==> config.mk <==
export PLATFORM = sky130hd
export DESIGN_NAME = well512_sector_count_generator_unit
export DESIGN_NICKNAME = d
export VERILOG_FILES = /design/src/hw/rtl/wscg_pkg.sv /design/src/hw/rtl/well512_sector_count_generator_unit.sv
export SDC_FILE = /design/constraint.sdc
export NUM_CORES = 1
export LEC_CHECK = 0
export ABC_AREA = 1
export BUFFER_PORTS_ARGS = -buffer_cell sky130_fd_sc_hd__clkbuf_2
export CAP_MARGIN = 20
export CORE_UTILIZATION = 54
export CTS_CLUSTER_DIAMETER = 120
export DETAILED_ROUTE_END_ITERATION = 7
export HOLD_SLACK_MARGIN = 0.08
export PLACE_DENSITY = 0.77
export SETUP_SLACK_MARGIN = 0.4
export SLEW_MARGIN = 0
export SYNTH_ARGS = -nofsm -noshare
export SYNTH_HDL_FRONTEND = slang
export SYNTH_SLANG_ARGS = --single-unit
export TNS_END_PERCENT = 5
==> constraint.sdc <==
create_clock -name clk -period 7.85 [get_ports clk]
set_input_delay 0.785 -clock clk [delete_from_list [all_inputs] [get_ports clk]]
set_output_delay 0.785 -clock clk [all_outputs]
set_load 0.01 [all_outputs]
==> src/hw/rtl/wscg_pkg.sv <==
// ----------------------------------------------------------------------------
// wscg_pkg: shared types and constants for the sector count generator
// Transaction structs, sequencer states, mode codes and register indexes.
// ----------------------------------------------------------------------------
package wscg_pkg;

  // sector granularity
  localparam int unsigned SectorUnit = 8;

  // generator constants
  localparam logic [31:0] TEMPER_MASK = 32'hda44_2d24;
  localparam logic [31:0] SEED_STEP   = 32'd73;

  // divisor width covers the largest mode 8 slot count
  localparam int unsigned DivW = 14;

  // input actions
  localparam logic ACT_SEED = 1'b0;
  localparam logic ACT_DRAW = 1'b1;

  // distribution modes
  localparam logic [3:0] MODE_NONE   = 4'd0;
  localparam logic [3:0] MODE_MIX120 = 4'd1;
  localparam logic [3:0] MODE_SPAN57 = 4'd2;
  localparam logic [3:0] MODE_MIX336 = 4'd3;
  localparam logic [3:0] MODE_SPN121 = 4'd4;
  localparam logic [3:0] MODE_SPAN64 = 4'd5;
  localparam logic [3:0] MODE_SPN128 = 4'd6;
  localparam logic [3:0] MODE_POW35  = 4'd7;
  localparam logic [3:0] MODE_RANGE  = 4'd8;

  // configuration register indexes
  localparam logic [1:0] REG_MODE = 2'd0;
  localparam logic [1:0] REG_MIN  = 2'd1;
  localparam logic [1:0] REG_MAX  = 2'd2;

  typedef struct packed {
    logic        action;
    logic [31:0] seed;
  } wscg_in_t;

  typedef struct packed {
    logic [31:0] rand_word;
    logic [15:0] sector_count;
    logic        range_error;
  } wscg_out_t;

  typedef enum logic [3:0] {
    ST_IDLE,
    ST_SEED,
    ST_GET_A,
    ST_GET_C,
    ST_GET_E,
    ST_GET_F,
    ST_DIV,
    ST_MAP,
    ST_OUT
  } wscg_state_t;

endpackage

==> src/hw/rtl/well512_sector_count_generator_unit.sv <==
// ----------------------------------------------------------------------------
// well512_sector_count_generator_unit: WELL512 draws mapped to sector counts
// A draw makes 4 pool memory reads, then 32 steps of the shared restoring
// divider, map and output; a seed writes all 16 pool entries, mode 0 or a bad
// range goes straight to output. One transaction at a time. Synchronous reset
// clears pool (by valid bits), index and control state; config takes defaults.
// ----------------------------------------------------------------------------
module well512_sector_count_generator_unit
  import wscg_pkg::*;
(
  input  logic        clk,
  input  logic        rst_n,
  input  logic        in_valid,
  output logic        in_ready,
  input  wscg_in_t    in_data,
  output logic        out_valid,
  input  logic        out_ready,
  output wscg_out_t   out_data,
  input  logic        cfg_valid,
  output logic        cfg_ready,
  input  logic [1:0]  cfg_index,
  input  logic [15:0] cfg_data
);

  // configuration registers
  logic [3:0]  mode_r;
  logic [15:0] min_r, max_r;

  // sequencer and datapath registers
  wscg_state_t state_r, state_nxt;
  logic [3:0]  idx_r, idx_nxt;
  logic [4:0]  step_r, step_nxt;
  logic [31:0] seed_r, seed_nxt;
  logic [31:0] a_r, a_nxt;
  logic [31:0] b_r, b_nxt;
  logic [31:0] c_r, c_nxt;
  logic [31:0] d_r, d_nxt;
  logic [31:0] dvd_r, dvd_nxt;
  logic [DivW-1:0] div_r, div_nxt;
  logic [DivW-1:0] rem_r, rem_nxt;
  logic [3:0]  dmode_r, dmode_nxt;
  wscg_out_t   res_r, res_nxt;
  wscg_out_t   out_r, out_nxt;
  logic        out_valid_r, out_valid_nxt;

  // pool memory with per-entry valid bits
  logic [31:0] pool_mem [16];
  logic [15:0] pool_vld_r, pool_vld_nxt;
  logic [31:0] rd_data_r;
  logic        rd_vld_r;
  logic [3:0]  rd_addr;
  logic        wr_en;
  logic [3:0]  wr_addr;
  logic [31:0] wr_data;
  logic [31:0] rd_val;

  // misc combinational values
  logic        bad_range;
  logic [15:0] span;
  logic [DivW-1:0] slots;
  logic [DivW:0]   trial;
  logic        trial_ge;
  logic [31:0] c_mix, a_new, d_new, f_new;
  logic [15:0] q16;
  logic [15:0] cnt;

  assign cfg_ready = 1'b1;
  assign in_ready  = (state_r == ST_IDLE);
  assign out_valid = out_valid_r;
  assign out_data  = out_r;

  // configuration writes
  always_ff @(posedge clk) begin
    if (!rst_n) begin
      mode_r <= MODE_MIX120;
      min_r  <= 16'd8;
      max_r  <= 16'd512;
    end else if (cfg_valid && cfg_ready) begin
      case (cfg_index)
        REG_MODE: mode_r <= cfg_data[3:0];
        REG_MIN:  min_r  <= cfg_data;
        REG_MAX:  max_r  <= cfg_data;
        default:  ;
      endcase
    end
  end

  // pool memory: one write and one registered read per cycle
  always_ff @(posedge clk) begin
    if (wr_en) begin
      pool_mem[wr_addr] <= wr_data;
    end
    rd_data_r <= pool_mem[rd_addr];
  end

  assign rd_val = rd_vld_r ? rd_data_r : 32'd0;

  // mode 8 bound check and slot count
  assign bad_range = (min_r < 16'(SectorUnit)) || (max_r <= 16'(SectorUnit)) ||
                     (min_r >= max_r);
  assign span  = max_r - min_r;
  assign slots = DivW'(span >> 3) + DivW'(1);

  // shared divider step
  assign trial    = {rem_r, dvd_r[31]};
  assign trial_ge = (trial >= {1'b0, div_r});

  // generator datapath
  assign c_mix = rd_val ^ (rd_val >> 11);
  assign a_new = b_r ^ c_mix;
  assign d_new = a_new ^ ((a_new << 5) & TEMPER_MASK);
  assign f_new = rd_val ^ b_r ^ d_r ^ (rd_val << 2) ^ (b_r << 18) ^ (c_r << 28);

  // remainder to sector count
  assign q16 = 16'(rem_r);
  always_comb begin
    cnt = 16'd0;
    case (dmode_r) inside
      MODE_MIX120: begin
        if (q16 < 16'd15)      cnt = 16'd8;
        else if (q16 < 16'd30) cnt = 16'd16;
        else if (q16 < 16'd45) cnt = 16'd24;
        else if (q16 < 16'd60) cnt = 16'd32;
        else if (q16 < 16'd61) cnt = 16'd40;
        else                   cnt = ((q16 - 16'd60) << 3) + 16'd40;
      end
      MODE_MIX336: begin
        if (q16 < 16'd21)      cnt = 16'd8;
        else if (q16 < 16'd42) cnt = 16'd16;
        else if (q16 < 16'd63) cnt = 16'd24;
        else if (q16 < 16'd84) cnt = 16'd32;
        else if (q16 < 16'd85) cnt = 16'd40;
        else                   cnt = ((q16 - 16'd84) << 3) + 16'd40;
      end
      MODE_SPAN57, MODE_SPN121: cnt = (q16 << 3) + 16'd64;
      MODE_SPAN64, MODE_SPN128: cnt = (q16 << 3) + 16'(SectorUnit);
      MODE_POW35: begin
        if (q16 < 16'd28) cnt = 16'd8;
        else              cnt = 16'd16 << q16[2:0] - 3'd4;
      end
      MODE_RANGE: cnt = (q16 << 3) + min_r;
      default:    cnt = 16'd0;
    endcase
  end

  // sequencer: next state, datapath and memory controls
  always_comb begin
    state_nxt     = state_r;
    idx_nxt       = idx_r;
    step_nxt      = step_r;
    seed_nxt      = seed_r;
    a_nxt         = a_r;
    b_nxt         = b_r;
    c_nxt         = c_r;
    d_nxt         = d_r;
    dvd_nxt       = dvd_r;
    div_nxt       = div_r;
    rem_nxt       = rem_r;
    dmode_nxt     = dmode_r;
    res_nxt       = res_r;
    out_nxt       = out_r;
    out_valid_nxt = out_valid_r;
    pool_vld_nxt  = pool_vld_r;
    rd_addr       = idx_r;
    wr_en         = 1'b0;
    wr_addr       = idx_r;
    wr_data       = a_new;

    if (out_valid_r && out_ready) begin
      out_valid_nxt = 1'b0;
    end

    unique case (state_r)
      ST_IDLE: begin
        if (in_valid) begin
          dmode_nxt = mode_r;
          res_nxt   = '0;
          if (in_data.action == ACT_SEED) begin
            seed_nxt  = in_data.seed;
            step_nxt  = 5'd0;
            state_nxt = ST_SEED;
          end else begin
            case (mode_r) inside
              MODE_MIX120, MODE_SPAN57, MODE_MIX336, MODE_SPN121,
              MODE_SPAN64, MODE_SPN128, MODE_POW35: begin
                state_nxt = ST_GET_A;
              end
              MODE_RANGE: begin
                if (bad_range) begin
                  res_nxt.sector_count = 16'(SectorUnit);
                  res_nxt.range_error  = 1'b1;
                  state_nxt            = ST_OUT;
                end else begin
                  state_nxt = ST_GET_A;
                end
              end
              default: state_nxt = ST_OUT;
            endcase
            case (mode_r)
              MODE_MIX120: div_nxt = DivW'(120);
              MODE_SPAN57: div_nxt = DivW'(57);
              MODE_MIX336: div_nxt = DivW'(336);
              MODE_SPN121: div_nxt = DivW'(121);
              MODE_SPAN64: div_nxt = DivW'(64);
              MODE_SPN128: div_nxt = DivW'(128);
              MODE_POW35:  div_nxt = DivW'(35);
              default:     div_nxt = slots;
            endcase
          end
        end
      end

      // fill the pool one entry a cycle
      ST_SEED: begin
        wr_en        = 1'b1;
        wr_addr      = step_r[3:0];
        wr_data      = seed_r;
        pool_vld_nxt = pool_vld_r | (16'd1 << step_r[3:0]);
        seed_nxt     = {seed_r[30:0], 1'b0} + SEED_STEP;
        step_nxt     = step_r + 5'd1;
        if (step_r[3:0] == 4'd15) begin
          idx_nxt   = 4'd0;
          state_nxt = ST_IDLE;
        end
      end

      // pool[i] arrives, fetch pool[i+13]
      ST_GET_A: begin
        a_nxt     = rd_val;
        rd_addr   = idx_r + 4'd13;
        state_nxt = ST_GET_C;
      end

      // pool[i+13] arrives, fetch pool[i+9]
      ST_GET_C: begin
        b_nxt     = a_r ^ rd_val ^ (a_r << 16) ^ (rd_val << 15);
        rd_addr   = idx_r + 4'd9;
        state_nxt = ST_GET_E;
      end

      // pool[i+9] arrives, update pool[i], fetch pool[i-1]
      ST_GET_E: begin
        c_nxt        = c_mix;
        d_nxt        = d_new;
        wr_en        = 1'b1;
        wr_addr      = idx_r;
        wr_data      = a_new;
        pool_vld_nxt = pool_vld_r | (16'd1 << idx_r);
        rd_addr      = idx_r - 4'd1;
        state_nxt    = ST_GET_F;
      end

      // pool[i-1] arrives, update it, produce the raw word and step the index back
      ST_GET_F: begin
        wr_en             = 1'b1;
        wr_addr           = idx_r - 4'd1;
        wr_data           = f_new;
        pool_vld_nxt      = pool_vld_r | (16'd1 << (idx_r - 4'd1));
        idx_nxt           = idx_r - 4'd1;
        res_nxt.rand_word = f_new;
        dvd_nxt           = f_new;
        rem_nxt           = '0;
        step_nxt          = 5'd0;
        state_nxt         = ST_DIV;
      end

      // restoring division, one quotient bit a cycle
      ST_DIV: begin
        rem_nxt  = trial_ge ? DivW'(trial - {1'b0, div_r}) : DivW'(trial);
        dvd_nxt  = {dvd_r[30:0], 1'b0};
        step_nxt = step_r + 5'd1;
        if (step_r == 5'd31) begin
          state_nxt = ST_MAP;
        end
      end

      ST_MAP: begin
        res_nxt.sector_count = cnt;
        state_nxt            = ST_OUT;
      end

      // hand the result to the output register once it is free
      ST_OUT: begin
        if (!out_valid_r || out_ready) begin
          out_nxt       = res_r;
          out_valid_nxt = 1'b1;
          state_nxt     = ST_IDLE;
        end
      end

      default: state_nxt = ST_IDLE;
    endcase
  end

  // control state
  always_ff @(posedge clk) begin
    if (!rst_n) begin
      state_r     <= ST_IDLE;
      idx_r       <= 4'd0;
      step_r      <= 5'd0;
      out_valid_r <= 1'b0;
      pool_vld_r  <= '0;
      rd_vld_r    <= 1'b0;
    end else begin
      state_r     <= state_nxt;
      idx_r       <= idx_nxt;
      step_r      <= step_nxt;
      out_valid_r <= out_valid_nxt;
      pool_vld_r  <= pool_vld_nxt;
      rd_vld_r    <= pool_vld_r[rd_addr];
    end
  end

  // payload registers
  always_ff @(posedge clk) begin
    seed_r  <= seed_nxt;
    a_r     <= a_nxt;
    b_r     <= b_nxt;
    c_r     <= c_nxt;
    d_r     <= d_nxt;
    dvd_r   <= dvd_nxt;
    div_r   <= div_nxt;
    rem_r   <= rem_nxt;
    dmode_r <= dmode_nxt;
    res_r   <= res_nxt;
    out_r   <= out_nxt;
  end

endmodule
# After elaboration in Yosys (flattened, before gate mapping)
# Memories as Yosys holds them, arrays and structs flattened. A register that Yosys moved wholly into a read port is not among the register bits.
# Index checks and enable logic that the tools add are counted.
word_totals:
  word_cells: 199
  mem_bits_ro: 0
  ff_bits: 361
  latch_bits: 0
  out_inout_bits: 52
  n_memories: 1
  inputBits: 56
  ram_bits: 512
memory_table:
  columns: ["memory", "words", "width", "rd", "rd_ports_with_merged_regs", "write_ports", "line_no", "rtl"]
  rows:
  - ["pool_mem", 16, 32, 1, 1, 1, "well512_sector_count_generator_unit.sv:47", "logic [31:0] pool_mem [16];"]
classes:
  shifts: 4
  n_mul: 0
  n_reduce_logical: 32
  n_mux: 57
  magnitude_cmp: 16
  n_eq_ne: 33
  add_sub_neg: 16
  bitwise_logic: 16
  div: 0
op_table:
  columns: ["cell", "count"]
  rows:
  - ["bitwise XOR 32 bit", 10]
  - ["2-to-1 mux 16 bit", 17]
  - ["one-hot mux 32 bit (2 select lines)", 4]
  - ["one-hot mux 14 bit (7 select lines)", 1]
  - ["2-to-1 mux 32 bit", 3]
  - ["less-than comparator 14 x 6 -> 1 bit (second input constant)", 5]
  - ["2-to-1 mux 49 bit", 1]
  - ["== test 4 x 3 -> 1 bit (second input constant)", 12]
  - ["OR 16 bit", 3]
  - ["one-hot mux 16 bit (3 select lines)", 1]
  - ["<< shifter 1 x 4 -> 16 bit (first input constant)", 3]
  - ["less-than comparator 14 x 5 -> 1 bit (second input constant)", 3]
  - ["one-hot mux 4 bit (9 select lines)", 1]
  - ["adder 16 x 6 -> 16 bit (second input constant)", 2]
  - ["adder 32 x 7 -> 32 bit (second input constant)", 1]
  - ["2-to-1 mux 4 bit", 8]
  - ["one-hot mux 16 bit (2 select lines)", 1]
  - ["bitwise XOR 32 x 21 -> 32 bit", 1]
  - ["2-to-1 mux 5 bit", 6]
  - ["less-than comparator 14 x 7 -> 1 bit (second input constant)", 2]
  - ["one-hot mux 14 bit (2 select lines)", 1]
  - ["== test 4 x 2 -> 1 bit (second input constant)", 6]
  - ["adder 16 bit", 1]
  - ["adder 16 x 4 -> 16 bit (second input constant)", 1]
  - ["44 further kinds", 80]

# Depth between registers and ports, before layout
# Gate-level depths: netlist of the first run.
depth:
  word_depth: 10
  depth_mapped: 18
  depth_no_buf: 18

# Least setup slack after synthesis of the first run
# No wires, ideal clock.
synth_path:
  kind: "register to register"
  from: "register state_r[3]"
  to: "memory pool_mem[8][0], enable pin"
  path_buffers: 0
  setup_time_ns: 0.461
  period_less_slack_ns: 4.157
  t_arrival_ns: 3.696
  slack_ns: 3.693
  stages_incl_launch_ff: 10
  required_ns: 7.389
  cell_sequence: "dfxtp_1 > inv_2 > nand2_4 > nor2_8 > nor2_1 > inv_1 > nand2_1 > nor2_1 > inv_1 > nor3_1"
synth_via:
  elab_chain_len: 5
  elab_cells_between_ends: 8
  classes_between: "eq/ne (3); mux (4); reduce/logical (1)"
synth_lines:
  columns: ["item", "line_no", "rtl"]
  rows:
  - ["start, declared", "well512_sector_count_generator_unit.sv:30", "wscg_state_t state_r, state_nxt;"]
  - ["start signal, assigned", "well512_sector_count_generator_unit.sv:305", "state_r <= state_nxt;"]
  - ["== test 4 x 3 -> 1 bit or == test 4 x 1 -> 1 bit (tied branches)", "well512_sector_count_generator_unit.sv:173", "unique case (state_r)"]
  - ["OR reduction 3 bit (no line)", null, null]
  - ["2-to-1 mux 1 bit", "well512_sector_count_generator_unit.sv:173", null]
  - ["2-to-1 mux 1 bit", "well512_sector_count_generator_unit.sv:90", "if (wr_en) begin"]
  - ["2-to-1 mux 1 bit (implied by the code)", "well512_sector_count_generator_unit.sv:91", "pool_mem[wr_addr] <= wr_data;"]
  - ["end, declared", "well512_sector_count_generator_unit.sv:47", null]
# Several ways; a longest one is shown, not always the timed one.

# Worst setup path after layout of the first run
layout_path:
  from: "register state_r[2]"
  to: "register rd_data_r[18] (read register of pool_mem)"
layout_via:
  elab_chain_len: 2
  elab_cells_between_ends: 4
  classes_between: "eq/ne (3); mux (1)"
layout_lines:
  columns: ["item", "line_no", "rtl"]
  rows:
  - ["== test 4 x 3 -> 1 bit or == test 4 x 2 -> 1 bit (tied branches)", "well512_sector_count_generator_unit.sv:173", null]
  - ["one-hot mux 4 bit (3 select lines) *", "well512_sector_count_generator_unit.sv:173", null]
  - ["end, declared", "well512_sector_count_generator_unit.sv:49", "logic [31:0] rd_data_r;"]
# Mark *: on every way between the ends. The rest lies on a longest branch, timed or not.
# A chain may end at the register's enable or synchronous reset.

==> impl_metrics.csv, run 1 <==
group,metric,value,unit
power,switchingPower,0.00429,W
job,maxCapViolCount,0,
final_layout,utilization,60.7,%
power,cellLeakagePower,17.7,nW
setup_path,criticalPathCategory,"reg -> reg",
yosys,syn_nets,4142,
timing,fmax,232,MHz
clocking,ctsLongestPathBuffers,3,
drt,dr_total_vias,30200,
yosys,yosysWarnings,0,
setup_path,start_kind,"flop",
floorplan,die_y,281,um
timing,post-route-period-util,54.9,%
drt,wl_per_cell,20.5,um
timing,clock_skew,0.0477,ns
timing,tightestPinTransition,1.14,ns
clocking,clock_sinks,905,
timing,maxSlewViolCount,0,
floorplan,die_w,281,um
timing,slew_headroom,24.0,%
timing,hold_slack,0.391,ns
clocking,cts_hold_buf,0,
global_route,grt.total_usage,26.7,%
placed_design,dp_hpwl,66.5,mm
power,p_clk_share,32.6,%
setup_path,cp_slowest_cell,"inv_1",
floorplan,die_area,79200,um2
placed_design,gp_congestion,0.936,
clocking,numCtsBuffers,90,
power,pwr-share-comb,21.3,%
global_route,grt_pass1_vias,28000,
worst_hold_path,hold_class,"reg -> reg",
setup_path,critical_path_required,8.40,ns
setup_path,endpoint_kind,"flop",
floorplan,core,77300,um2
setup_path,critical_path.max_stage_delay,0.62,ns
outcome,status,"complete, no violations",
timing,setup_ws,3.54,ns
timing,hold_viol,0,
setup_path,crit_arrival,4.85,ns
power,powerDensity,296,nW/um2
timing,period_needed,4.31,ns
drt,drtIter0Drc,3335,
yosys,avgSynthCellArea,10.5,um2
setup_path,crit_buf_inv,6,
yosys,yosys.area.top_type,"edfxtp_1",
yosys,synth_flop_cell,"edfxtp_1",
power,ir_worst_vdd,0.192,mV
placed_design,io_buffers,106,
power,p_int,0.00959,W
setup_path,r2r_end,"rd_data_r[18]$_DFF_P_",
global_route,antenna_found_initial,0,
final_layout,fin_nets,4233,
worst_hold_path,worstHoldPathCells,0,
drt,viasPerCell,5.77,
clocking,ctsResizeCount,0,
yosys,yosys-top-cells-area,"edfxtp_1 57%, nand2_1 7.8%, dfxtp_1 4.7%",
setup_path,reg2reg_setup_slack,3.54,ns
timing,setup_viol,0,
floorplan,initial_core_util,54.5,%
worst_hold_path,hp-start,"res_r[5]$_DFFE_PP_",
clocking,path_clk_slew,0.07,ns
yosys,netlist.area_leader.share,57.4,%
final_layout,drive_gt1_share,9.84,%
setup_path,cp_cell_sequence,"nor2_1 -> nand2_1 -> nor2_2 -> buf_4 -> inv_1 -> ha_1 -> inv_1 -> o31ai_1 -> or2_2 -> nand3_1 -> o211ai_4 -> buf_4 -> inv_1 -> buf_4 -> o211ai_1 -> nand2_1",
timing,fin_setup_tns,0,ns
yosys,ys_seq_area_share,62.1,%
yosys,async_flop_share,0,%
drt,ant_nets,0,
floorplan,io_pins,108,
power,swShare,30.9,%
clocking,root_buffer,"clkbuf_16",
setup_path,r2r-start,"state_r[2]$_SDFFE_PN0P_",
clocking,clk_latency,0.66,ns
setup_path,critPathMaxFanout,34,
final_layout,diodes,0,
drt,wl,107,mm
global_route,grt_remaining_overflow,0,
global_route,grt_pass1_wl,161,mm
timing,rsz0062_at_grt,"false",
placed_design,preCtsSetupSlack,3.60,ns
clocking,h-tree-depth,3,
final_layout,final_cell_mix,"874 x nand2_1, 806 x edfxtp_1, 354 x nor2_1, 301 x o21ai_0, 298 x inv_1",
clocking,post-cts-setup-buffers,0,
setup_path,cpLargestDelayFamily,"buffers and inverters",
setup_path,r2r_cells,16,
clocking,cts_tree,"yes",
yosys,synth-edff-count,806,
yosys,ys_ff_latch,905,
drt,first_pass_iters,6,
power,pwr-share-seq,46.1,%
yosys,synth_cells,4020,
yosys,synth_area,42100,um2
yosys,ys_types,59,
global_route,grt_max_degree,134,
drt,drc,0,
power,p_total,0.0139,W
final_layout,layout_commonest_cell,"nand2_1",
floorplan,rows,102,
worst_hold_path,worstHoldEndpoint,"out_data[5]$_DFFE_PP_",
final_layout,area_growth,11.4,%
-- stage by stage --
stage | cells | area, um2
4_1_cts | 5222 | 46900
5_1_grt | 5227 | 46900
2_1_floorplan | 4020 | 42100
3_5_place_dp | 5054 | 43700
3_3_place_gp | 5053 | 43700
6_report | 5227 | 46900
-- power by group through the flow --
stage / sequential [W] / combinational [W] / clock, W
6_report: 0.00640 / 0.00296 / 0.00452
4_1_cts: 0.00638 / 0.00290 / 0.00456
3_3_place_gp: 0.00647 / 0.00279 / 0
3_5_place_dp: 0.00648 / 0.00287 / 0
5_1_grt: 0.00641 / 0.00322 / 0.00474
2_1_floorplan: 0.00635 / 0.00194 / 0
-- area by class of cell --
type	instances	area, um2
Inverter	325	1230
Timing Repair Buffer	163	1020
Sequential cell	905	26200
Clock buffer	122	2480
Multi-Input combinational cell	2626	14000
Fill cell	6044	30400
Tap cell	1040	1300
Clock inverter	46	693
-- registers in the layout, summed over array words and instances (netlist names), 4 cells and up --
| name | cells |
|---|---|
| pool_mem | 512 |
| out_data | 49 |
| res_r | 49 |
| a_r | 32 |
| b_r | 32 |
| d_r | 32 |
| dvd_r | 32 |
| rd_data_r | 32 |
| seed_r | 32 |
| max_r | 16 |
| min_r | 16 |
| pool_vld_r | 16 |
| div_r | 14 |
| rem_r | 14 |
| step_r | 5 |
| c_r | 4 |
| dmode_r | 4 |
| idx_r | 4 |
| mode_r | 4 |
| state_r | 4 |
-- synthesized netlist by cell type, types with 2 or more instances --
cell	n
nor3_1	32
a221o_1	5
buf_1	4
nor2_2	2
o21ai_0	304
xor2_1	151
a22oi_1	3
inv_2	16
nand4_1	39
nor2_8	2
nand2_2	4
fa_1	2
nor4_1	3
a21oi_1	134
dfxtp_1	99
ha_1	64
o31ai_1	5
nor3b_1	2
a21boi_0	6
or2_2	45
nor2_4	3
a211oi_1	2
or2_1	19
o211ai_1	214
xnor2_1	76
o21bai_1	9
buf_6	7
nand3_1	153
buf_2	62
o22ai_1	3
o21ai_1	61
nor2_1	360
and2_1	2
buf_4	14
o21ai_2	2
a31oi_1	6
o221ai_1	6
nand3b_1	10
edfxtp_1	806
nand2_1	876
clkbuf_1	76
or2_0	4
inv_1	309
a211o_1	3
-- routing by layer --
| layer | vias to the layer above | share of wire [%] | global-route usage [%] |
|---|---|---|---|
| met2 | 1438 | 45 | 41.9 |
| li1 | 14100 | - | - |
| met4 | 0 | 3.3 | 9.78 |
| met5 | - | 0 | 0 |
| met1 | 14400 | 41 | 37.6 |
| met3 | 227 | 10 | 4.28 |
-- worst max-delay path by stage --
stage	from	to	slack, ns	depth (start not counted)
floorplan	state_r[3]$_SDFFE_PN0P_	pool_mem[8][0]$_DFFE_PP_	3.69	9
global placement	state_r[2]$_SDFFE_PN0P_	rd_vld_r$_SDFF_PN0_	3.67	16
detailed placement	state_r[2]$_SDFFE_PN0P_	rd_data_r[7]$_DFF_P_	3.60	16
CTS	state_r[2]$_SDFFE_PN0P_	rd_data_r[18]$_DFF_P_	3.57	16
global route	state_r[2]$_SDFFE_PN0P_	rd_data_r[24]$_DFF_P_	3.23	15
finish	state_r[2]$_SDFFE_PN0P_	rd_data_r[18]$_DFF_P_	3.54	16
-- kinds of logic (layout without fill, tap and decap cells) --
kind of cell               count (synthesis)  in the layout  share of synthesized area, %
AOI/OAI and AO/OA                        774            774                          11.0
xor gates and xnor gates                 227            227                          4.72
adders and majority gates                 66             66                          2.00
buffers and inverters                    489            656                          4.79
DFF                                      905            905                          62.1
other                                      1              1                       0.00890
and+or+nand+nor                         1558           1558                          15.4
-- worst reg2reg max path, stage by stage, from the launching register on --
cell and delay [ns]:
dfxtp_1 0.41, nor2_1 0.20, nand2_1 0.16, nor2_2 0.11
buf_4 0.41, inv_1 0.12, ha_1 0.33, inv_1 0.05
o31ai_1 0.22, or2_2 0.15, nand3_1 0.10, o211ai_4 0.09
buf_4 0.52, inv_1 0.65, buf_4 0.44, o211ai_1 0.14
nand2_1 0.08
Power figures use the tool's default switching activity.
==> run 2: changes to the inputs <==
Settings changed: ABC_AREA 1 to 0, PLACE_DENSITY 0.77 to 0.78.
Clock period 7.85 ns to 4.3 ns, I/O delays scaled along.
==> impl_metrics.csv, run 2 <==
group,metric,value,unit
outcome,status,"complete, no violations",
drt,ant_nets,0,
worst_hold_path,worstHoldPathCells,3,
timing,slew_headroom,27.8,%
global_route,grt_use_met3,4.15,%
placed_design,io_buffers,106,
clocking,h-tree-depth,3,
worst_hold_path,hold_class,"in -> reg",
floorplan,core,74400,um2
clocking,path_clk_slew,0.07,ns
timing,rsz0062_at_grt,"false",
global_route,antenna_found_initial,1,
final_layout,diodes,0,
placed_design,preCtsSetupSlack,0.719,ns
final_layout,finalNonFillerCells,4032,
power,p_total,0.0229,W
setup_path,reg2reg_setup_slack,0.74,ns
drt,drtIter0Drc,3271,
global_route,grt_max_degree,77,
yosys,async_flop_share,0,%
placed_design,gp_congestion,0.917,
floorplan,die_y,276,um
setup_path,crit_arrival,3.94,ns
setup_path,critical_path_required,4.68,ns
setup_path,path_common_cell,"a21oi_1",
yosys,ys_seq_area_share,64.5,%
setup_path,r2r-start,"rem_r[5]$_SDFFCE_PN0N_",
floorplan,rows,100,
global_route,grt_pass1_wl,160,mm
final_layout,largest_reg_flops,512,
clocking,numCtsBuffers,89,
final_layout,area_growth,14.6,%
setup_path,critical_path.max_stage_delay,0.91,ns
timing,post-route-period-util,82.7,%
yosys,synth-edff-count,806,
yosys,synth_common_cells,"806 x edfxtp_1, 295 x nand2_1, 176 x xnor2_1, 164 x mux4_2, 148 x nor2_1",
final_layout,drive_gt1_share,17.7,%
clocking,clock_sinks,905,
yosys,ys_types,82,
placed_design,placed_cells,3819,
timing,setup_viol,0,
drt,viasPerCell,6.34,
setup_path,criticalPathCategory,"reg -> reg",
clocking,ctsLongestPathBuffers,3,
final_layout,fin_nets,3109,
setup_path,r2r_end,"rem_r[0]$_SDFFCE_PN0N_",
worst_hold_path,worstHoldEndpoint,"mode_r[0]$_SDFFE_PN1P_",
yosys,synth.most_common_cell,"edfxtp_1",
yosys,ys_ff_latch,905,
global_route,grt_busiest_layer,"met2",
timing,fin_setup_tns,0,ns
clocking,clk_latency,0.70,ns
floorplan,io_pins,108,
final_layout,top_register,"pool_mem",
setup_path,endpoint_kind,"flop",
drt,wl,108,mm
setup_path,start_kind,"flop",
timing,hold_viol,0,
job,maxCapViolCount,0,
setup_path,cp_cell_sequence,"ha_1 -> a21o_1 -> a21oi_1 -> nor2b_1 -> a31oi_1 -> nand3_1 -> a41o_1 -> a21oi_1 -> buf_4 -> mux2_2",
global_route,grt.total_usage,28.2,%
global_route,grt_remaining_overflow,0,
timing,maxSlewViolCount,0,
clocking,ctsResizeCount,0,
clocking,post-cts-setup-buffers,0,
timing,clock_skew,0.0626,ns
drt,wl_per_cell,26.7,um
clocking,cts_hold_buf,42,
drt,drc,0,
setup_path,critPathMaxFanout,19,
global_route,grt.met1_usage,39.3,%
final_layout,final_cell_mix,"806 x edfxtp_1, 294 x nand2_1, 176 x xnor2_1, 164 x mux4_2, 133 x xor2_1",
power,ir_worst_vdd,0.397,mV
yosys,synth_cells,2794,
power,powerDensity,492,nW/um2
global_route,grt_pass1_vias,25400,
worst_hold_path,hp-start,"cfg_data[0]",
final_layout,layout_commonest_cell,"edfxtp_1",
floorplan,initial_core_util,54.6,%
yosys,synth_flop_cell,"edfxtp_1",
power,cellLeakagePower,16.2,nW
setup_path,r2r_cells,10,
yosys,syn_nets,2916,
final_layout,ff_latch_area,26200,um2
drt,dr_total_vias,25500,
global_route,globalRouteMet2Util,45.3,%
yosys,netlist.area_leader.share,59.6,%
floorplan,die_w,276,um
clocking,root_buffer,"clkbuf_16",
timing,fmax,281,MHz
yosys,yosys.area.top_type,"edfxtp_1",
timing,tightestPinTransition,1.08,ns
drt,first_pass_iters,8,
yosys,synth_area,40600,um2
placed_design,dp_hpwl,65.8,mm
yosys,yosys-top-cells-area,"edfxtp_1 60%, mux4_2 9.1%, dfxtp_1 4.9%",
setup_path,cp_slowest_cell,"edfxtp_1",
final_layout,multi_input_area,13700,um2
final_layout,fill_cells,5072,
yosys,avgSynthCellArea,14.5,um2
floorplan,die_area,76300,um2
setup_path,cpLargestDelayFamily,"compound AO/OA/AOI/OAI gates",
yosys,yosysWarnings,0,
clocking,cts_tree,"yes",
setup_path,crit_buf_inv,1,
timing,period_needed,3.56,ns
timing,setup_ws,0.743,ns
[run 2: changes by cell type after synthesis, moves of 49 or more]
cell / change
buf_2: -49
inv_1: -207
mux4_2: +164
nand2_1: -581
nand3_1: -107
nor2_1: -212
o211ai_1: -204
o21ai_0: -213
o21ai_1: -61
xnor2_1: +100
[run 2: kinds of logic after synthesis]
logic type / count (synthesis) / share of synthesized area [%]
other cells: 1 / 0.00923
mux: 188 / 9.70
compound gates: 420 / 7.12
simple gates: 675 / 7.59
xor+xnor: 311 / 6.72
flops: 905 / 64.5
buf+inv: 228 / 2.32
fa+ha+maj: 66 / 2.07
[run 2: report_power, final]
group / total (W) / internal, W / switching [W]
clock: 0.00876 / 0.00518 / 0.00358
combinational: 0.00322 / 0.00124 / 0.00198
sequential: 0.0109 / 0.0105 / 0.000455
[run 2: tightest hold or removal path: cells and delay by family]
family | cells | cell delay (ns)
buf+inv | 1 | 0.13
mux | 1 | 0.08
simple gates | 1 | 0.06
[run 2: per-stage QoR]
stage	utilization (%)	area (um2)	hold WS [ns]
2_1_floorplan	-	40600	0.400
3_3_place_gp	57.4	42700	0.402
3_5_place_dp	57.4	42700	0.405
4_1_cts	62.4	46500	0.0843
5_1_grt	62.5	46600	0.106
6_report	62.5	46600	0.102
[run 2: worst max path at each step]
stage | from | to | depth (start not counted)
final | rem_r[5]$_SDFFCE_PN0N_ | rem_r[0]$_SDFFCE_PN0N_ | 10
after detailed placement | state_r[0]$_SDFFE_PN0P_ | rd_data_r[25]$_DFF_P_ | 6
after floorplan | state_r[3]$_SDFFE_PN0P_ | out_data[0]$_DFFE_PP_ | 4
after global placement | state_r[1]$_SDFFE_PN0P_ | rd_data_r[20]$_DFF_P_ | 6
after CTS | state_r[0]$_SDFFE_PN0P_ | rd_data_r[30]$_DFF_P_ | 6
after global routing | rem_r[5]$_SDFFCE_PN0N_ | rem_r[0]$_SDFFCE_PN0N_ | 10
[run 2: per-layer routing]
metal	vias to the layer above	routed length [um]
li1	11000	-
met1	12800	42100
met2	1504	51500
met3	252	10700
met4	0	3570
met5	-	0
[run 2: cell type report]
type / instances / area share (%)
Inverter: 102 / 0.822
Timing Repair Buffer: 228 / 3.70
Clock buffer: 114 / 5.25
Clock inverter: 53 / 1.92
Tap cell: 969 / 2.60
Sequential cell: 905 / 56.3
Multi-Input combinational cell: 1661 / 29.4
